## src/sv/ray_sphere_intersection_top_macros.svh

```systemverilog
// Assertion helpers for the ray/sphere block. Both expect clk and rst in scope.
`ifndef RAY_SPHERE_INTERSECTION_TOP_MACROS_SVH
`define RAY_SPHERE_INTERSECTION_TOP_MACROS_SVH

// Same-cycle implication, idle while rst is high.
`define RSI_ASSERT_NOW(name, ante, cons, msg) \
  name: assert property (@(posedge clk) disable iff (rst) (ante) |-> (cons)) \
    else $error(msg);

// Next-cycle implication, idle while rst is high.
`define RSI_ASSERT_NEXT(name, ante, cons, msg) \
  name: assert property (@(posedge clk) disable iff (rst) (ante) |=> (cons)) \
    else $error(msg);

`endif

```

## src/sv/rsi_pkg.sv

```systemverilog
`default_nettype none

package rsi_pkg;

  localparam int DIR_WIDTH    = 14;
  localparam int RADIUS_WIDTH = 23;
  localparam int FRAC_BITS    = 12;
  localparam int DIST_WIDTH   = 28;

  // Width of q = h*h + r*r - |v|^2 for a given coordinate width.
  // |h| < 2^(w+3), so h*h < 2^(2w+6); r*r < 2^(2*RADIUS_WIDTH).
  function automatic int q_width(input int w);
    int hsq;
    int rsq;
    hsq = 2 * w + 6;
    rsq = 2 * RADIUS_WIDTH;
    return ((hsq > rsq) ? hsq : rsq) + 1;
  endfunction

  // Width of floor(sqrt(q)).
  function automatic int root_width(input int w);
    return (q_width(w) + 1) >> 1;
  endfunction

endpackage

`default_nettype wire

```

## src/sv/rsi_sqrt.sv

```systemverilog
`default_nettype none

// Pipelined digit-by-digit square root: one root bit per stage.
module rsi_sqrt #(
  parameter int COORD_WIDTH = 24
) (
  input  logic                                         clk,
  input  logic                                         rst,
  input  logic                                         en,
  input  logic                                         in_valid,
  input  logic                                         in_hit,
  input  logic [rsi_pkg::q_width(COORD_WIDTH)-1:0]     in_q,
  input  logic signed [COORD_WIDTH+3:0]                in_h,
  output logic                                         out_valid,
  output logic                                         out_hit,
  output logic [rsi_pkg::root_width(COORD_WIDTH)-1:0]  root,
  output logic signed [COORD_WIDTH+3:0]                out_h
);
  import rsi_pkg::*;

  localparam int SW = root_width(COORD_WIDTH);
  localparam int QP = 2 * SW;
  localparam int RW = SW + 2;
  localparam int HW = COORD_WIDTH + 4;

  logic [SW-1:0]        vld;
  logic [SW-1:0]        hitp;
  logic signed [HW-1:0] hp [SW];
  logic [RW-1:0]        rem [SW];
  logic [SW-1:0]        rt [SW];
  logic [QP-1:0]        qs [SW];

  logic [RW-1:0]        rem_in [SW];
  logic [SW-1:0]        rt_in [SW];
  logic [QP-1:0]        qs_in [SW];
  logic [RW-1:0]        rr [SW];
  logic [RW-1:0]        trial [SW];
  logic [SW-1:0]        take;

  always_comb begin
    rem_in[0] = '0;
    rt_in[0]  = '0;
    qs_in[0]  = QP'(in_q);
    for (int k = 1; k < SW; k++) begin
      rem_in[k] = rem[k-1];
      rt_in[k]  = rt[k-1];
      qs_in[k]  = qs[k-1];
    end
    for (int k = 0; k < SW; k++) begin
      // bring down the next two radicand bits, try root*4 + 1
      rr[k]    = {rem_in[k][RW-3:0], qs_in[k][QP-1 -: 2]};
      trial[k] = {rt_in[k], 2'b01};
      take[k]  = (rr[k] >= trial[k]);
    end
  end

  always_ff @(posedge clk) begin
    if (rst) begin
      vld <= '0;
    end else if (en) begin
      vld <= {vld[SW-2:0], in_valid};
    end
  end

  always_ff @(posedge clk) begin
    if (en) begin
      hitp  <= {hitp[SW-2:0], in_hit};
      hp[0] <= in_h;
      for (int k = 1; k < SW; k++) begin
        hp[k] <= hp[k-1];
      end
      for (int k = 0; k < SW; k++) begin
        rem[k] <= take[k] ? (rr[k] - trial[k]) : rr[k];
        rt[k]  <= {rt_in[k][SW-2:0], take[k]};
        qs[k]  <= {qs_in[k][QP-3:0], 2'b00};
      end
    end
  end

  assign out_valid = vld[SW-1];
  assign out_hit   = hitp[SW-1];
  assign root      = rt[SW-1];
  assign out_h     = hp[SW-1];

endmodule

`default_nettype wire

```

## config.mk

```make
export PLATFORM = sky130hd
export DESIGN_NAME = rsi_sqrt
export DESIGN_NICKNAME = d
export VERILOG_FILES = /design/src/sv/ray_sphere_intersection_top_macros.svh /design/src/sv/rsi_pkg.sv /design/src/sv/rsi_sqrt.sv
export SDC_FILE = /design/constraint.sdc
export NUM_CORES = 2
export LEC_CHECK = 0
export BUFFER_PORTS_ARGS = -buffer_cell sky130_fd_sc_hd__buf_4
export CAP_MARGIN = 20
export CORE_MARGIN = 1.5
export CORE_UTILIZATION = 57
export DETAILED_ROUTE_END_ITERATION = 10
export PLACE_DENSITY = 0.73
export SLEW_MARGIN = 20
export SYNTH_ARGS = -nofsm -noshare
export SYNTH_HDL_FRONTEND = slang
export SYNTH_SLANG_ARGS = --single-unit
export TNS_END_PERCENT = 30
```

## constraint.sdc

```tcl
create_clock -name clk -period 3.47 [get_ports clk]
set_input_delay 0.694 -clock clk [delete_from_list [all_inputs] [get_ports clk]]
set_output_delay 0.694 -clock clk [all_outputs]
set_load 0.02 [all_outputs]
```

=== Word level (Yosys, flattened, before mapping) ===
Memory sizes are Yosys's and may differ from the RTL's.
Cells that the tools add are included.

* Register bits: 56
* Memory bits (writable): 3920
* Input port bits: 88
* Logic and storage cells: 92
* Memories: 4

{| class="wikitable"
|+ Memory list
! name !! depth !! width !! rd ports !! clocked after memory_dff !! wr ports !! line !! source
|-
| qs || 28 || 54 || 27 || 0 || 28 || rsi_sqrt.sv:31 || <nowiki>logic [QP-1:0] qs [SW];</nowiki>
|-
| rem || 28 || 30 || 27 || 0 || 28 || rsi_sqrt.sv:29 || <nowiki>logic [RW-1:0] rem [SW];</nowiki>
|-
| hp || 28 || 28 || 28 || 0 || 28 || rsi_sqrt.sv:28 || <nowiki>logic signed [HW-1:0] hp [SW];</nowiki>
|-
| rt || 28 || 28 || 28 || 0 || 28 || rsi_sqrt.sv:30 || <nowiki>logic [SW-1:0] rt [SW];</nowiki>
|}

* Add/subtract/negate cells: 28
* Order comparisons: 28
* Muxes and demuxes: 30

{| class="wikitable"
|+ Operators by type and width
! cell !! number
|-
| $mux W30 || 28
|-
| $ge A30 B30 Y1 || 27
|-
| $sub A30 B30 Y30 || 27
|-
| $mux W1 || 2
|-
| $sub A1 B1 Y2 const B || 1
|-
| $ge A1 B1 Y1 const B || 1
|}

=== Longest topological paths before layout ===
An unclocked memory read counts as a cell.

* Depth after elaboration: 3
* Gate-level depth with buffers: 14

=== Worst setup path after synthesis ===
No wires, ideal clock.

* Path kind: register to register
* Start: memory rem[1][272] (netlist name)
* End: memory rem[1][319] (netlist name) (data pin)
* Arrival time: 3.145 ns
* Required time: 3.210 ns
* Slack: 0.065 ns
* Cell stages (with the launch flop): 13
* Buffers on the path: 2
* Clock period less this slack: 3.405 ns
* Cell sequence: edfxtp_1 > ha_1 > a21oi_1 > nor3b_1 > a211oi_1 > or4_1 > nand2_1 > a21boi_0 > o21ai_1 > a31oi_1 > buf_4 > buf_4 > mux2_2

{| class="wikitable"
|+ RTL lines
! element !! line
|-
| from (decl) || rsi_sqrt.sv:29
|}

==> impl_metrics.csv <==
group,metric,value,unit
synthesis,synth_warnings,0,
synthesis,syn-instance-count,7538,
finish,layout-area-overhead-vs-synth,13.7,%
global_routing,grt.total_usage,19.7,%
global_routing,grt_pass1_vias,59100,
flow_run,maxCapViolations,0,
finish,fin_area,128000,µm²
die,die_h,447,µm
sta,hold_violations,0,
sta,final_max_slew_viol_count,0,
min_path,holdCritStartpoint,"rst",
synthesis,synth_xor_area_share,4.59,%
synthesis,synthDistinctLibCells,86,
placed_design,dpl_worst_slack,-0.0895,ns
global_routing,grt_max_degree,160,
worst_setup_path,critical_path.max_stage_delay,0.57,ns
synthesis,synthSimpleGateAreaFrac,7.32,%
die,fp.coreArea,195000,µm²
clock_tree,cts-root-buf,"clkbuf_16",
clock_tree,clockBufferDepth,4,
sta,fin_crit,3.37,ns
clock_tree,cts_tree,"yes",
synthesis,synth_compound_area_share,7.26,%
sta,worst_slew_pin_slew,0.860,ns
synthesis,yosys.area_share.adder,4.83,%
detailed_routing,dr.pass1.iters,6,
synthesis,yosysTopAreaCellShare,71.8,%
worst_setup_path,reg2reg_from,"rem[1][249]$_DFFE_PP_",
detailed_routing,wl,197000,µm
synthesis,ys_seq_area_share,72.3,%
min_path,min_path_type,"primary input to flop",
clock_tree,cts.sinks,2713,
placed_design,place_congestion,0.940,
detailed_routing,num_vias,59900,
synthesis,muxShareOfSynthArea,1.11,%
sta,fin_ws,0.104,ns
clock_tree,cts_made_buffers,291,
detailed_routing,dr.first_iter.drc_count,3807,
clock_tree,path_clk_slew,0.06,ns
die,start_util,57.5,%
finish,fin_util,65.3,%
run_status,status,"completed",
synthesis,ys.flop_type,"edfxtp_1",
detailed_routing,ant_nets,0,
worst_setup_path,critPathLaunch,"rem[1][249]$_DFFE_PP_",
global_routing,grt_pass1_wl,312000,µm
power_and_ir_drop,fin_total_pwr,84.5,mW
sta,max_slew_margin,42.6,%
sta,final.setup_skew,0.0546,ns
global_routing,antenna_found_initial,6,
detailed_routing,routed_via_density,5.48,
placed_design,dp_hpwl,133000,µm
worst_setup_path,arrival,4.01,ns
detailed_routing,drcViolationCount,0,
synthesis,synth_area_leaders,"edfxtp_1 (72%), ha_1 (4.8%), xnor2_1 (2.4%)",
sta,finalSetupViolations,0,
worst_setup_path,crit_slowest_cell,"o311ai_0",
power_and_ir_drop,p_per_area,662,nW/µm²
synthesis,synth_edf_count,2685,
finish,nets,8628,
sta,tns,0,ns
power_and_ir_drop,leakagePower,48.0,nW
worst_setup_path,crit_type,"flop to flop",
finish,drive_gt1_share,10.9,%
synthesis,synth_top_family_by_area,"simple AND/OR/NAND/NOR gates",
synthesis,synth_nets,8059,
placed_design,port_buffers,145,
synthesis,netlist_area,112000,µm²
sta,min_period_over_period,97.0,%
die,io_pins,146,
sta,rsz0062_at_grt,"yes",
global_routing,grt_overflow,0,
worst_setup_path,startpoint_type,"flop",
worst_setup_path,worstPathCellList,"ha_1, nand2_1, o21ai_0, o22a_1, o31ai_2, o311ai_0, a31oi_1, and2_1, inv_1, buf_12, mux2_2",
detailed_routing,routedWlPerCell,18.0,µm
synthesis,ys_async_sr_fraction,0,%
finish,n_fill_cell,13600,
clock_tree,clk_latency,0.92,ns
worst_setup_path,cp_max_fo,20,
worst_setup_path,worstPathRequired,4.11,ns
clock_tree,cts_max_level,5,
die,rows,162,
worst_setup_path,end_kind,"flop",
synthesis,syn-mean-instance-area,14.9,µm²
die,die_area,200000,µm²
sta,fmax,297,MHz
synthesis,yosys.area.top_type,"edfxtp_1",
synthesis,ys_seq_elements,2713,
power_and_ir_drop,ir_drop,0.420,mV
placed_design,dpl_cell_area,118000,µm²
die,die_x,447,µm
==> cells by family after synthesis <==
logic type,count (synthesis)
buffers and inverters,706
XOR/XNOR,588
flip-flops,2713
adder cells (fa/ha/maj),433
AND/OR/NAND/NOR,1671
multiplexers,115
other,1
AO/OA/AOI/OAI,1311
==> stage by stage <==
step / hold WS (ns) / instances
6_report: 0.143 / 10900
5_1_grt: 0.105 / 10900
4_1_cts: 0.0533 / 10900
3_5_place_dp: 0.405 / 10400
3_3_place_gp: 0.400 / 10400
2_1_floorplan: 0.400 / 7538
==> final timing paths <==
kind | slack, ns | endpoint | cells after the start
max | 0.10 | rem[1][284]$_DFFE_PP_ | 11
min | 0.14 | vld[7]$_SDFFE_PP0P_ | 2
max reg2reg | 0.10 | rem[1][284]$_DFFE_PP_ | 11
min reg2reg | 0.38 | hp[1][48]$_DFFE_PP_ | 0
==> routing by layer <==
metal,share of wire [%],vias to the layer above,global-route usage (%)
met5,0.0066,-,0
met4,3.3,2,7.52
met3,4.4,398,3.14
met2,49,1359,32.9
met1,43,28900,25.9
li1,-,29200,-
==> worst max-delay path: cells and delay by family, from the launching register on <==
| family | cells | cell delay [ns] |
|---|---|---|
| flip-flops | 1 | 0.40 |
| AO/OA/AOI/OAI | 5 | 1.42 |
| multiplexers | 1 | 0.34 |
| buffers and inverters | 2 | 0.28 |
| AND/OR/NAND/NOR | 2 | 0.27 |
| adder cells (fa/ha/maj) | 1 | 0.39 |
==> power breakdown <==
part,switching (mW),internal (mW)
clock,11.7,16.7
combinational,7.57,6.09
sequential,1.92,40.4
total,21.2,63.2
==> state kept, by name (all words and copies together) (netlist names) <==
name,cells
rt,406
hp,784
vld,28
hitp,28
rem,711
qs,756
==> cells in the final DEF (no fill, tap or decap), drive strengths merged, types with 111 or more instances in the layout <==
cell	instances
nor3	143
inv	528
nand3	111
edfxtp	2685
nor2	426
a21o	173
xnor2	304
o21ai	359
xor2	284
clkbuf	343
nand2	436
buf	368
clkinv	120
ha	433
a21oi	379
==> synthesized netlist by cell type, types with 58 or more instances <==
cell / instances
nor2_1: 426
xnor2_1: 304
ha_1: 433
or3_1: 62
nor2b_1: 63
a21o_1: 173
edfxtp_1: 2685
nor4_1: 82
o21ai_0: 356
buf_4: 58
o21a_1: 76
xor2_1: 284
inv_1: 526
nand2b_1: 77
mux2_2: 79
clkbuf_1: 106
nand2_1: 436
nand4_1: 60
a21oi_1: 379
nand3_1: 111
nor3_1: 143
==> repair_timing <==
item,4_1_cts,5_1_grt
endpoints found under the hold margin,85,0
resized for setup,2,22
pin swaps,0,2
setup buffers,0,3
setup endpoints to repair,25,113
hold buffers,85,0
cloned,0,0
==> cell type report <==
class                      instances  area [µm²]  area share [%]
inverter                         529        1990            1.56
antenna                            1        2.50         0.00196
multi-input combinational       4119       28300            22.2
clock buffer                     343        7610            5.97
timing repair buffer             453        4120            3.23
sequential                      2713       81200            63.6
clock inverter                   143        1100           0.864
tap                             2624        3280            2.57
Power figures use the tool's default switching activity.
