===== config.mk =====
export PLATFORM = sky130hd
export DESIGN_NAME = rsi_root
export DESIGN_NICKNAME = d
export VERILOG_FILES = /design/src/sv/ray_sphere_intersection_top_macros.svh /design/src/sv/rsi_pkg.sv /design/src/sv/rsi_root.sv
export SDC_FILE = /design/constraint.sdc
export NUM_CORES = 1
export LEC_CHECK = 0
export BUFFER_PORTS_ARGS = -buffer_cell sky130_fd_sc_hd__clkbuf_2
export CORE_ASPECT_RATIO = 0.7
export CORE_MARGIN = 2
export CORE_UTILIZATION = 35
export CTS_CLUSTER_DIAMETER = 60
export DETAILED_ROUTE_END_ITERATION = 16
export GPL_ROUTABILITY_DRIVEN = 0
export GPL_TIMING_DRIVEN = 0
export PLACE_DENSITY_LB_ADDON = 0.08
export RECOVER_POWER = 100
export SYNTH_ARGS = -nofsm -noshare
export SYNTH_HDL_FRONTEND = slang
export SYNTH_SLANG_ARGS = --single-unit
export TNS_END_PERCENT = 10

===== constraint.sdc =====
create_clock -name clk -period 8.6 [get_ports clk]
set_clock_uncertainty 0.05 [all_clocks]
set_input_delay 0.86 -clock clk [delete_from_list [all_inputs] [get_ports clk]]
set_output_delay 0.86 -clock clk [all_outputs]
set_load 0.02 [all_outputs]

===== src/sv/ray_sphere_intersection_top_macros.svh =====
// Assertion helpers for the ray/sphere block. Both expect clk and rst in scope.
`ifndef RAY_SPHERE_INTERSECTION_TOP_MACROS_SVH
`define RAY_SPHERE_INTERSECTION_TOP_MACROS_SVH

// Same-cycle implication, idle while rst is high.
`define RSI_ASSERT_NOW(name, ante, cons, msg) \
  name: assert property (@(posedge clk) disable iff (rst) (ante) |-> (cons)) \
    else $error(msg);

// Next-cycle implication, idle while rst is high.
`define RSI_ASSERT_NEXT(name, ante, cons, msg) \
  name: assert property (@(posedge clk) disable iff (rst) (ante) |=> (cons)) \
    else $error(msg);

`endif


===== src/sv/rsi_pkg.sv =====
`default_nettype none

package rsi_pkg;

  localparam int DIR_WIDTH    = 14;
  localparam int RADIUS_WIDTH = 23;
  localparam int FRAC_BITS    = 12;
  localparam int DIST_WIDTH   = 28;

  // Width of q = h*h + r*r - |v|^2 for a given coordinate width.
  // |h| < 2^(w+3), so h*h < 2^(2w+6); r*r < 2^(2*RADIUS_WIDTH).
  function automatic int q_width(input int w);
    int hsq;
    int rsq;
    hsq = 2 * w + 6;
    rsq = 2 * RADIUS_WIDTH;
    return ((hsq > rsq) ? hsq : rsq) + 1;
  endfunction

  // Width of floor(sqrt(q)).
  function automatic int root_width(input int w);
    return (q_width(w) + 1) >> 1;
  endfunction

endpackage

`default_nettype wire


===== src/sv/rsi_root.sv =====
`default_nettype none

// Root pick, saturation and output register.
module rsi_root #(
  parameter int COORD_WIDTH = 24
) (
  input  logic                                         clk,
  input  logic                                         rst,
  input  logic                                         en,
  input  logic                                         in_valid,
  input  logic                                         in_hit,
  input  logic [rsi_pkg::root_width(COORD_WIDTH)-1:0]  root,
  input  logic signed [COORD_WIDTH+3:0]                in_h,
  output logic                                         out_valid,
  output logic                                         hit,
  output logic signed [rsi_pkg::DIST_WIDTH-1:0]        distance
);
  import rsi_pkg::*;

  localparam int HW = COORD_WIDTH + 4;
  localparam int SW = root_width(COORD_WIDTH);
  localparam int TW = ((HW > SW) ? HW : SW) + 2;
  localparam int ST = ((TW > DIST_WIDTH) ? TW : DIST_WIDTH) + 1;
  localparam logic signed [ST-1:0] DMAX = ST'((2 ** (DIST_WIDTH - 1)) - 1);
  localparam logic signed [ST-1:0] DMIN = ST'(-(2 ** (DIST_WIDTH - 1)));

  logic signed [TW-1:0] neg_h;
  logic signed [TW-1:0] t0;
  logic signed [TW-1:0] t1;
  logic signed [TW-1:0] pick;
  logic signed [ST-1:0] wide;
  logic signed [ST-1:0] sat;

  always_comb begin
    neg_h = -TW'(in_h);
    t0    = neg_h - TW'(root);
    t1    = neg_h + TW'(root);
    // near root only when it lies ahead and the roots differ
    pick  = (!t0[TW-1] && (t0 != '0) && (t0 < t1)) ? t0 : t1;
    wide  = ST'(pick);
    if (wide > DMAX) begin
      sat = DMAX;
    end else if (wide < DMIN) begin
      sat = DMIN;
    end else begin
      sat = wide;
    end
  end

  always_ff @(posedge clk) begin
    if (rst) begin
      out_valid <= 1'b0;
    end else if (en) begin
      out_valid <= in_valid;
    end
  end

  always_ff @(posedge clk) begin
    if (en) begin
      hit      <= in_hit;
      distance <= in_hit ? sat[DIST_WIDTH-1:0] : '0;
    end
  end

endmodule

`default_nettype wire

# Yosys cells after proc, flatten, opt, wreduce, memory -nomap -nowiden
# Cells that the tools add are included.
# totals
elab_cells	19
regBits	30
input_bits	61
output_inout_bits	30
# classes
order_cmp	3
bitwise_logic	1
addsub	3
reduce_logical	5
n_mux	3
# ops
op	count
$add A30 B28 Y30	1
$gt A30 B28 Y1 const B	1
$lt A30 B28 Y1 const B	1
$lt A30 B30 Y1	1
$mux W30	1
$neg A28 Y30	1
$reduce_bool A30 Y1	1
$sub A30 B28 Y30	1
$mux W28	1
$mux W27	1
$logic_and A1 B1 Y1	2
$reduce_or A2 Y1	1
$logic_not A1 Y1	1
$not A1 Y1	1

# Logic depth before layout (Yosys ltp)
# Gate-level depths: netlist (run 1).
# logic_depth
ltp_word	9
depth_mapped	32
mapped_depth_nobuf	29

# Least setup slack after synthesis (run 1)
# OpenSTA, ideal clock, no wires.
# synth_path
path_kind	input to register
start	input in_h[2]
end	register distance[19] in the netlist's numbering, data pin
slack_ns	1.740
path_stages	28
setup_ns	0.259
path_buffers	3
arrival_ns	6.552
required_time_ns	8.291
cell_sequence	or3_4 or4_1 nand2b_1 or2_4 nor4_4 nor2b_1 xnor2_1 ha_1 clkbuf_1 or3_1 nor2_1 nand2_1 nor3_1 o31ai_1 or3_1 a21oi_1 o21ai_0 xnor2_1 ha_1 and3_1 nand3_1 a211oi_1 o32ai_4 o41a_1 buf_6 buf_2 and2_1 o31a_1
# synth_between
elab_chain_len	9
word_cells_on_any_way	13
classes_between	add/sub: 3; order compare: 3; mux: 3; reduce/logical: 4
# synth_rtl
item	line_no	source
from (decl)	rsi_root.sv:13	input logic signed [COORD_WIDTH+3:0] in_h,
$neg A28 Y30 (*)	rsi_root.sv:35	neg_h = -TW'(in_h);
branches (longest 4 deep; another with $sub A30 B28 Y30)	n/a	
$mux W30 (*)	rsi_root.sv:39	pick = (!t0[TW-1] && (t0 != '0) && (t0 < t1)) ? t0 : t1;
$lt A30 B28 Y1	rsi_root.sv:43	end else if (wide < DMIN) begin
$mux W28	rsi_root.sv:43	
$mux W27 (*)	rsi_root.sv:41	if (wide > DMAX) begin
to (signal assigned)	rsi_root.sv:61	distance <= in_hit ? sat[DIST_WIDTH-1:0] : '0;
to (decl)	rsi_root.sv:16	output logic signed [rsi_pkg::DIST_WIDTH-1:0] distance
# Mark *: on every way between the ends.
# A chain may end at the register's enable or synchronous reset.

# Final worst setup path (run 1)
# layout_path
start	input in_h[2]
end	register distance[10] in the netlist's numbering, data pin
# Same word-level chain as after synthesis.

==> results.txt, run 1 <==
Setup total negative slack on the finished layout was measured at 0 ns. At the placement stage, the worst setup path has a slack of 0.221 ns. Dividing the final minimum period by the clock period gives 94.1%. For the worst-skew pair, the clock arrives at the later sink with an insertion delay of roughly 0.27 ns. The routed design has ~18000 µm of wire.

The transition time at the pin with the least slew margin came out at ~1.5 ns. The final max-slew violation count came out at 31. The most numerous cell type found on the critical path is nor2_1.

The total CTS buffers is 5. Summed over all instances, the cell type with the most area after synthesis is ha_1. The net count after synthesis came out at approximately 920. The total of endpoints with negative setup slack in the final report is 0.

The commonest cells after synthesis are 85 x ha_1, 71 x nor2_1, 69 x a21oi_1. After detailed routing, the number of remaining DRC violations is 0. The aggregate global routing overflow is 0. The unique cell type count in the Yosys netlist came out at 75. The number of vias after detailed routing is approximately 5900.

The first global-routing pass estimated around 29000 µm of wire. The global routing usage summed across all routing layers is between 10% and 20%. CTS built an H-tree with a depth of 2. The flow ran to the end, but the final reports show violations. Synthesis produced a netlist whose cell count is just under 800. The initial antenna violation count came out at 0. In this run the worst hold path is classified as reg2reg. The die area is around 18000 µm².

The classification of the worst setup path is in2reg. Clock-pin slew was measured on the worst setup and hold paths at 0.05 ns. In this run the worst setup path terminates at distance[10]. Counting flops and latches in the post-synthesis netlist gives 30. The via count of the first global-routing pass is 5470.

By area the synthesized netlist is led by ha_1 18%, edfxtp_1 14%, xnor2_1 9.5%, a21oi_1 5.7%, nor2_1 4.4%. After synthesis, the largest family of logic cells by area is compound AO/OA/AOI/OAI gates. The first detailed-routing pass took 4 iterations. On the worst path, the slowest cell contributes a delay of a little over 0.5 ns.

The total of buffers placed on input and output ports is 90. The startpoint identified for the worst register-to-register timing path is out_valid. The worst setup path is launched from an input pin. The leakage dissipation came out at around 0.0028 µW. The floorplan has 40 rows. The final routed wire length divided by cell count came out at 16.4 µm. The share of layout cells above drive strength 1 is 12.4%. The element type at the critical path end is a flip-flop. The detailed placer's ending HPWL came out at around 16000 µm.

The number of max-cap violations came out at 1. The cell area that synthesis handed to floorplanning was just over 6000 µm². In the synthesized netlist the async set-or-reset flop fraction comes to 0%. The post-layout net count is 1016. The total power is between 1000 and 1500 µW. The number of endpoints with negative hold slack in the final report is 0. Setup repair after global routing left no endpoint under its margin. The number of DRC violations after detailed-routing iteration 0 came out at 382. The per-instance average area after synthesis came out at 7.87 µm².

For the worst flop-to-flop path, the logic depth is 2. The share of the synthesized area in compound gates (AO/OA/AOI/OAI) is 26.0%. The minimum setup slack among reg-to-reg paths came out at a little under 8 ns.

The critical path data arrival time came out at slightly above 8 ns. The deepest clock path buffer count is 2. The number of enable flip-flop cells after synthesis is 29. Clock tree synthesis selected as its root buffer the cell clkbuf_16. In this run the worst setup path begins at in_h[2].

The checks that failed: capacitance limit, slew limit. The post-synthesis sequential area ratio is roughly 15%. The worst setup margin is 0.505 ns. The simple logic cell fraction of the synthesized area came out at about 22%. The clock sink total is 30. The proportion of synthesized area in mux cells came out at less than 1%. The peak ir drop on the vdd network came out at roughly 0.12 mV. The pin count of the biggest net entering global routing came out at 31.

The number of diodes came out at 0. The maximum clock frequency is approximately 120 MHz. The ratio of total power to cell area is 152 nW/µm². The layout overhead on the synthesized area is 13.5%. In this run the standard cell core region covers roughly 17000 µm². The endpoint required time on the critical path came out at 8.56 ns. The worst-case headroom to the max-slew limit is -0.872%. The number of primary I/O pins is a little over 90.

The synthesized-area fraction occupied by xor and xnor cells is between 10 and 15%. The maximum net fanout on the critical path is 10. The slowest stage of the critical path is the o21ai_1 cell. The end-of-flow core utilization is between 40% and 50%. The starting utilization of the core area is 35.5%. The via-per-instance ratio came out at around 5.3. The CTS tree is yes.

The count of warnings emitted by yosys came out at 0. The detail route stage leaves a number of antenna-violating nets equal to 0. The endpoint identified for the worst register-to-register timing path is out_valid. The y dimension of the die came out at around 110 µm.

Of the post-synthesis cell area, the dominant cell type holds 17.5%. The minimum clock period after layout came out at 8.10 ns. The floorplan step set the die width to about 160 µm. The share of synthesized cell area in full adder, half adder and majority cells came out at roughly 18%. The most used flip-flop cell after synthesis is edfxtp_1.

By instance count, the leading cell after synthesis is ha_1.
-- sequential cells by signal (all words and copies together) (netlist names) --
register   cells
distance      28
out_valid      1
hit            1
-- logic make-up after synthesis --
kind of cell / count (synthesis)
and+or+nand+nor: 251
xor gates and xnor gates: 79
muxes: 3
adders and majority gates: 88
AOI/OAI and AO/OA: 217
buffers and inverters: 103
DFF: 30
-- worst max-delay path: cells and delay by family --
kind | cells | cell delay, ns
AO/OA/AOI/OAI | 11 | 2.34
XOR/XNOR | 2 | 0.56
adder cells (fa/ha/maj) | 2 | 0.64
buffers and inverters | 4 | 0.74
AND/OR/NAND/NOR | 12 | 2.92
-- layout by cell type, fill, tap and decap left out, drive strengths merged, types with 15 or more instances in the layout --
cell type / Yosys / layout
xnor2: 66 / 66
a21oi: 69 / 69
o21ai: 26 / 26
o31ai: 15 / 15
nor3: 44 / 44
ha: 85 / 85
buf: 17 / 15
nand2: 35 / 35
edfxtp: 29 / 29
inv: 67 / 67
and2: 24 / 24
nor2: 71 / 71
o31a: 30 / 30
clkbuf: 17 / 114
-- worst min-delay path by stage --
| stage | start | cells past startpoint | end | slack, ns |
|---|---|---|---|---|
| final | out_valid | 2 | out_valid | 0.46 |
| after global routing | out_valid | 2 | out_valid | 0.51 |
| after CTS | out_valid | 2 | out_valid | 0.47 |
| after detailed placement | out_valid | 2 | out_valid | 0.46 |
| after global placement | out_valid | 2 | out_valid | 0.42 |
| after floorplan | out_valid | 2 | out_valid | 0.53 |
-- metal layers --
metal	routed length, µm	global-route usage [%]
met1	10300	32.6
met2	6470	26.0
met3	1130	2.14
met4	58	1.61
met5	0	0
-- where the power goes --
group | leakage [µW] | internal, µW | total (µW) | switching, µW
Clock | 0.0000698 | 107 | 164 | 57.5
Combinational | 0.00246 | 254 | 678 | 424
Sequential | 0.000289 | 198 | 204 | 6.66
Total | 0.00282 | 558 | 1050 | 489
-- cell type report --
class / count / area [µm²]
plain buffers: 34 / 175
clock buffers: 5 / 125
clock inverters: 3 / 21.3
fillers: 1781 / 10200
inverters: 69 / 259
multi-input cells: 638 / 4720
flip-flops and latches: 30 / 891
well taps: 231 / 289
repair buffers: 90 / 409
-- metrics by stage --
stage	instances	instance area (µm²)	hold slack, ns
after floorplan	771	6070	0.529
after global placement	1092	6810	0.423
after detailed placement	1092	6810	0.462
after CTS	1100	6950	0.474
after global routing	1100	6890	0.507
final	1100	6890	0.459
-- what timing repair did --
action / 4_1_cts / 5_1_grt
gates resized for setup: 0 / 1
buffers inserted: 0 / 0
hold endpoints to repair: 0 / 0
hold buffers: 0 / 0
endpoints found under the setup margin: 0 / 15
Power figures use the tool's default switching activity.
==> inputs of run 2 (changes only) <==
==> constraint.sdc (replaced) <==
create_clock -name clk -period 7.4 [get_ports clk]
set_clock_uncertainty 0.05 [all_clocks]
set_input_delay 0.74 -clock clk [delete_from_list [all_inputs] [get_ports clk]]
set_output_delay 0.74 -clock clk [all_outputs]
set_load 0.02 [all_outputs]
==> run 2 against run 1 <==
The run still ends with capacitance limit, slew limit left. Routed wire length rose by 1.6%. Count of clock-buffer cells in the layout unchanged. Utilization grew 1.5 points. Die area is the same.
==> results.txt, run 2 (same netlist as run 1, synthesis figures left out) <==
The source of the worst register-to-register timing path is out_valid (unchanged). The gate family responsible for the most delay along the worst path is simple AND/OR/NAND/NOR gates (unchanged). The library cell used as clock root buffer is clkbuf_16 (unchanged). The final worst-path cycle share came out at a little over nine tenths.

The wire length of the first global-routing pass came out at 28800 µm (was 28700 µm). The pin count of the biggest net entering global routing is 31 (unchanged). The worst-case headroom to the max-slew limit is -0.0149% (was -0.872%).

The number of placed instances with taps included is 1092 (unchanged). The starting utilization of the core area was 35.5% (unchanged). Top Registers: distance: 28 flops, hit: 1 flops, out_valid: 1 flops (unchanged).

The number of primary I/O pins came out at 91 (unchanged). The transition time at the pin with the least slew margin is 1.50 ns (was 1.51 ns). The number of endpoints with negative hold slack in the final report was 0 (unchanged). The number of buffer and inverter stages on the critical path was 6 (was 4).

The number of standard cells in the final layout excluding fillers came out at 1105 (was 1100). The CTS tree was yes (unchanged). The critical path data arrival time came out at 7.10 ns (was 8.06 ns). The final routed wire length divided by cell count came to 16.5 µm (was 16.4 µm). The register with the highest flop count is distance (unchanged). The worst-skew pair later-pin latency came out at 0.27 ns (about the same). The total number of H-tree levels is 2 (unchanged).

The via count of the first global-routing pass came to 5487 (was 5470). The number of detailed-route iterations in the first pass is 5 (was 4). The flip-flop count of the largest register after layout is 28 (unchanged). The via-per-instance ratio was 5.35 (was 5.32). The total of buffers placed on input and output ports came out at 90 (unchanged).

The capture point of the worst reg-to-reg path is out_valid (unchanged). The peak ir drop on the vdd network came out at 0.140 mV (was 0.121 mV). The number of diodes came out at 0 (unchanged).

The detailed placer's ending HPWL came out at 15500 µm (unchanged). The floorplan core area is 17100 µm² (unchanged). The element type at the critical path end is a flip-flop (unchanged). The standard-cell row count was 40 (unchanged).

The horizontal extent of the die is 161 µm (unchanged). The number of max-cap violations came out at 1 (unchanged). The deepest clock path buffer count came to 2 (unchanged).

The die area was 18400 µm² (unchanged). The maximum net fanout on the critical path came out at 10 (unchanged). The number of DRC violations after detailed-routing iteration 0 is 399 (was 382). The capture point of the worst path is distance[10] (unchanged). The final routed wirelength across all metal layers came to 18300 µm (was 18000 µm).

The post-layout net count came out at 1021 (was 1016). The fill cell total of the finished layout came out at 1764 (was 1781). The layout overhead on the synthesized area is 17.8% (was 13.5%). The total CTS buffers came out at 5 (unchanged).

The global routing usage summed across all routing layers came out at 19.3% (was 19.2%). The clock transition at the register clock pins on the worst setup and hold paths after CTS is 0.05 ns (about the same). The leading cell type in the layout, fill and taps excluded is ha_1 (unchanged). The minimum setup slack among reg-to-reg paths is 6.76 ns (was 7.96 ns). The number of vias after detailed routing was 5917 (was 5853). The biggest cell delay along the critical path came out at 0.45 ns (was 0.51 ns). The initial antenna violation count came out at 0 (unchanged). The aggregate global routing overflow came out at 0 (unchanged). The nature of the critical path startpoint is an input pin (unchanged). The total of endpoints with negative setup slack in the final report came out at 0 (unchanged). The endpoint required time on the critical path came out at 7.36 ns (was 8.56 ns). The number of cells on the critical path came out at 32 (was 31). The clock sink total came out at 30 (unchanged). Static timing analysis puts the maximum clock frequency at around 140 MHz. Commonest cells after routing, fill and taps aside: 84 x ha_1, 68 x nor2_1, 66 x inv_1, 66 x a21oi_1, 64 x clkbuf_2 (was 85 x ha_1, 71 x nor2_1, 69 x a21oi_1, 66 x inv_1, 66 x xnor2_1). The worst hold margin is 0.459 ns (about the same). The final routed DRC violation total is 0 (unchanged). The y dimension of the die came out at 114 µm (unchanged).

Run status: finished, violations left (unchanged). The leakage dissipation is 0.00291 µW (was 0.00282 µW). The kind of path behind the tightest hold check is reg2reg (unchanged). The number of cells traversed by the worst register-to-register path is 2 (unchanged). Violations in the final reports: capacitance limit, slew limit (unchanged). The ratio of total power to cell area is 175 nW/µm² (was 152 nW/µm²). The final max-slew violation count came out at 30 (was 31). The classification of the worst setup path is in2reg (unchanged). The share of layout cells above drive strength 1 came out at 17.2% (was 12.4%). The slowest library cell on the worst path was or4_4 (was o21ai_1).

The worst setup path startpoint is in_h[2] (unchanged). The final antenna-violating net count came out at 0 (unchanged). The minimum clock period after layout is slightly above 7 ns.
-- run 2: changes by cell type in the layout (fill, tap and decap cells not counted), moves of 4 or more --
cell	before	now
nor4_1	12	8
buf_4	1	9
clkbuf_2	59	64
clkbuf_1	50	43
-- run 2: worst register-to-register path, stage by stage, from the launching register on --
cell and delay (ns):
dfxtp_1 0.30, mux2i_1 0.12, nor2_1 0.06
-- run 2: through the flow --
step	setup TNS (ns)	area [µm²]	power (µW)	worst slack [ns]	utilization, %
finish	0	7150	1250	0.262	41.9
global route	-0.00844	7150	1350	-0.00516	41.9
CTS	0	7020	1240	0.00947	41.2
detailed placement	-21.13	6810	1030	-0.859	39.9
global placement	-20.36	6810	1010	-0.821	39.9
floorplan	0	6070	811	0.660	-
-- run 2: timing repair --
action,CTS,global route
endpoints found under the hold margin,0,0
gates cloned,0,0
pin swaps,2,7
hold buffers,0,0
gates resized for setup,11,35
endpoints found under the setup margin,28,28
setup buffers,2,5
-- run 2: layer usage --
metal	up-vias	part of all wire, %	global-route usage, %
li1	2981	-	-
met1	2743	57	32.8
met2	187	37	26.2
met3	6	5.9	1.88
met4	0	0.33	1.73
met5	-	0	0
-- run 2: worst min path at each step --
stage	from	to	slack, ns	cells after the start
floorplan	out_valid	out_valid	0.53	2
global placement	out_valid	out_valid	0.42	2
detailed placement	out_valid	out_valid	0.46	2
CTS	out_valid	out_valid	0.47	2
global route	out_valid	out_valid	0.51	2
finish	out_valid	out_valid	0.46	2
-- run 2: final cells by class --
class                   instances  area [µm²]  area share [%]
multi-input cells             638        4920            68.8
clock inverters                 3        21.3           0.298
plain buffers                  32         180            2.52
inverters                      69         263            3.68
well taps                     231         289            4.04
repair buffers                 97         463            6.48
clock buffers                   5         125            1.75
flip-flops and latches         30         891            12.5
-- run 2: report_power, final --
part | internal, µW | switching (µW)
Sequential | 230 | 7.75
Combinational | 313 | 508
Clock | 124 | 67.1
Total | 666 | 583
==> inputs of run 3 (changes only) <==
--- a/config.mk
+++ b/config.mk
@@ -8,13 +8,11 @@
 export BUFFER_PORTS_ARGS = -buffer_cell sky130_fd_sc_hd__clkbuf_2
 export CORE_ASPECT_RATIO = 0.7
 export CORE_MARGIN = 2
-export CORE_UTILIZATION = 35
+export CORE_UTILIZATION = 54
 export CTS_CLUSTER_DIAMETER = 60
 export DETAILED_ROUTE_END_ITERATION = 16
 export GPL_ROUTABILITY_DRIVEN = 0
-export GPL_TIMING_DRIVEN = 0
 export PLACE_DENSITY_LB_ADDON = 0.08
-export RECOVER_POWER = 100
 export SYNTH_ARGS = -nofsm -noshare
 export SYNTH_HDL_FRONTEND = slang
 export SYNTH_SLANG_ARGS = --single-unit
==> run 3 against run 2 <==
Power is 1.6% lower. Via count is 2.1% higher. Critical path type unchanged. Utilization grew 21 points. Critical endpoint is now distance[15]. The run now ends clean. Largest cell class unchanged. Setup slack gained 0.025 ns. Die area down 34%. Register-to-register slack about the same.
==> results.txt, run 3 (same netlist as run 1, synthesis figures left out) <==
The final routed DRC violation total came to 0 (unchanged). The number of vias after detailed routing came out at 6039 (was 5917). The CTS tree is yes (unchanged).

The final worst-path cycle share was 96.1% (was 96.5%). The total power is 1230 µW (was 1250 µW). The total of endpoints with negative setup slack in the final report came to 0 (unchanged).

The worst-case headroom to the max-slew limit is 34.9% (was -0.0149%). The deepest clock path buffer count is 2 (unchanged). The total of buffers placed on input and output ports came out at 90 (unchanged). The fraction of power spent switching nets was 46.0% (was 46.7%). The part of the total power dissipated in the clock network came out at 15.1% (was 15.3%).

The leading cell type in the layout, fill and taps excluded was clkbuf_2 (was ha_1). The leakage dissipation came out at 0.00293 µW (was 0.00291 µW). The worst min-delay path startpoint is out_valid (unchanged).

The nature of the critical path startpoint was an input pin (unchanged). The wire length of the first global-routing pass is 26800 µm (was 28800 µm). The final routed wirelength across all metal layers was 16900 µm (was 18300 µm). The combined area of the multi-input logic cells came out at 4790 µm² (was 4920 µm²). The switching power came out at 565 µW (was 583 µW). The area occupied by registers is 891 µm² (unchanged).

The post-layout net count is 1001 (was 1021). The layout overhead on the synthesized area was 13.2% (was 17.8%). The starting utilization of the core area came out at 55.3% (was 35.5%). The final max-slew violation count came out at 0 (was 30). The capture point of the worst reg-to-reg path is out_valid (unchanged). The pin count of the biggest net entering global routing is 44 (was 31). The final design area excluding fillers came to 6870 µm² (was 7150 µm²). The number of DRC violations after detailed-routing iteration 0 came out at 531 (was 399). The ratio of total power to cell area came out at 179 nW/µm² (was 175 nW/µm²). The maximum clock frequency came out at 141 MHz (was 140 MHz). The final routed wire length divided by cell count is 16.8 µm (was 16.5 µm).

The minimum clock period after layout is 7.11 ns (was 7.14 ns). The slowest library cell on the worst path was ha_2 (was or4_4). Top Registers: distance: 28 flops, hit: 1 flops, out_valid: 1 flops (unchanged). The final antenna-violating net count is 0 (unchanged). The maximum net fanout on the critical path is 43 (was 10). The via-per-instance ratio is 6.00 (was 5.35).

The fill cell total of the finished layout came out at 1000 (was 1764). The clock sink total is 30 (unchanged). The transition time at the pin with the least slew margin was 0.967 ns (was 1.50 ns). The element type at the critical path end is a flip-flop (unchanged).

Commonest cells after routing, fill and taps aside: 90 x clkbuf_2, 83 x ha_1, 71 x nor2_1, 69 x a21oi_1, 66 x inv_1 (was 84 x ha_1, 68 x nor2_1, 66 x inv_1, 66 x a21oi_1, 64 x clkbuf_2). The number of primary I/O pins is 91 (unchanged). The total CTS buffers came to 5 (unchanged). The kind of path behind the tightest hold check is reg2reg (unchanged). The horizontal extent of the die is 131 µm (was 161 µm). The share of layout cells above drive strength 1 was 17.8% (was 17.2%).

The critical path data arrival time is 7.07 ns (was 7.10 ns). The source of the worst register-to-register timing path is out_valid (unchanged). The initial antenna violation count is 0 (unchanged). The library cell appearing most often on the critical path is nand4_1. The combinational power share came to 65.6% (was 65.7%). The aggregate global routing overflow is 0 (unchanged). The peak ir drop on the vdd network is 0.123 mV (was 0.140 mV). The biggest cell delay along the critical path is 0.52 ns (was 0.45 ns). The detailed placer's ending HPWL came to 14000 µm (was 15500 µm). The total internal power came to 664 µW (was 666 µW). The number of endpoints with negative hold slack in the final report is 0 (unchanged).

The register with the highest flop count is distance (unchanged). The minimum setup slack among reg-to-reg paths is 6.77 ns (was 6.76 ns). The part of the power in registers was 19.3% (was 19.0%). The die area was 12100 µm² (was 18400 µm²). The via count of the first global-routing pass is 5412 (was 5487). The worst-skew pair later-pin latency came out at 0.27 ns (about the same).

The number of cells traversed by the worst register-to-register path is 2 (unchanged). The clock transition at the register clock pins on the worst setup and hold paths after CTS came out at 0.05 ns (about the same). The number of detailed-route iterations in the first pass is 5 (unchanged). Setup repair after global routing left no endpoint under its margin. The endpoint required time on the critical path is 7.36 ns (about the same).

The instance count along the most critical hold path is 2 (unchanged). The post-detailed-placement cell area was 6660 µm² (was 6810 µm²). The number of diodes came out at 0 (unchanged). The standard-cell row count is 32 (was 40). The flip-flop count of the largest register after layout came out at 28 (unchanged). The global routing usage summed across all routing layers was 27.3% (was 19.3%).

Run status: finished, final reports clean (was finished, violations left). The y dimension of the die came out at 92.7 µm (was 114 µm). The worst min-delay path endpoint is out_valid (unchanged). The floorplan core area came out at 11000 µm² (was 17100 µm²). The total number of H-tree levels came out at 2 (unchanged). The library cell used as clock root buffer is clkbuf_16 (unchanged). The classification of the worst setup path is in2reg (unchanged).

The number of max-cap violations came out at 0 (was 1).
==> run 3: cell count changes in the layout (fill, tap and decap cells not counted), moves of 3 or more <==
cell,change
nor2_2,-3
buf_2,-6
a21oi_1,+3
o31ai_2,-3
and2_1,+3
and2_0,-3
o31ai_1,+3
nor2_1,+3
a21oi_2,-3
clkbuf_1,-43
buf_6,-4
buf_4,+8
clkbuf_2,+26
==> run 3: layout make-up <==
class	count	area share, %
clock inverters	3	0.237
inverters	69	3.77
repair buffers	108	8.71
clock buffers	5	1.82
flip-flops and latches	30	13.0
well taps	153	2.79
multi-input cells	639	69.7
==> run 3: power by group through the flow <==
stage / Combinational [µW] / Clock [µW] / Sequential, µW
2_1_floorplan: 530 / 0 / 281
3_3_place_gp: 745 / 0 / 240
3_5_place_dp: 766 / 0 / 241
4_1_cts: 771 / 191 / 237
5_1_grt: 879 / 197 / 241
6_report: 807 / 185 / 237
==> run 3: timing repair <==
action,4_1_cts,5_1_grt
hold buffers,0,0
buffers inserted,0,2
resized for setup,0,9
endpoints found under the setup margin,0,28
==> run 3: metrics by stage <==
stage                     hold slack (ns)  utilization [%]  TNS (ns)  setup slack [ns]  std cells
after floorplan                     0.529                -         0             0.660        771
final                               0.444             62.6         0             0.287       1007
after global placement              0.424             60.7         0            0.0504        996
after detailed placement            0.441             60.7     -2.03            -0.112        996
after CTS                           0.456             62.0         0             0.142       1004
after global routing                0.492             62.6         0           0.00738       1007
==> run 3: how the worst max path moves through the flow <==
stage          cells after the start    start      endpoint  slack (ns)
2_1_floorplan                     28  in_h[2]  distance[19]        0.66
3_3_place_gp                      27  in_h[2]   distance[1]        0.05
3_5_place_dp                      27  in_h[2]  distance[27]       -0.11
4_1_cts                           27  in_h[2]  distance[15]        0.14
5_1_grt                           29  in_h[2]  distance[21]       0.007
6_report                          29  in_h[2]  distance[15]        0.29
==> run 3: per-layer routing <==
layer	vias up	routed length (µm)	global-route usage, %
met3	14	1380	3.47
li1	2939	-	-
met4	0	126	3.81
met5	-	0	0
met2	291	6460	38.0
met1	2795	8930	44.6
==> run 3: worst max-delay path: cells and delay by family <==
family                     cells  cell delay (ns)
AOI/OAI and AO/OA              7             1.33
buffers and inverters          4             0.51
adders and majority gates      2             0.83
and+or+nand+nor               14             3.23
xor gates and xnor gates       2             0.42
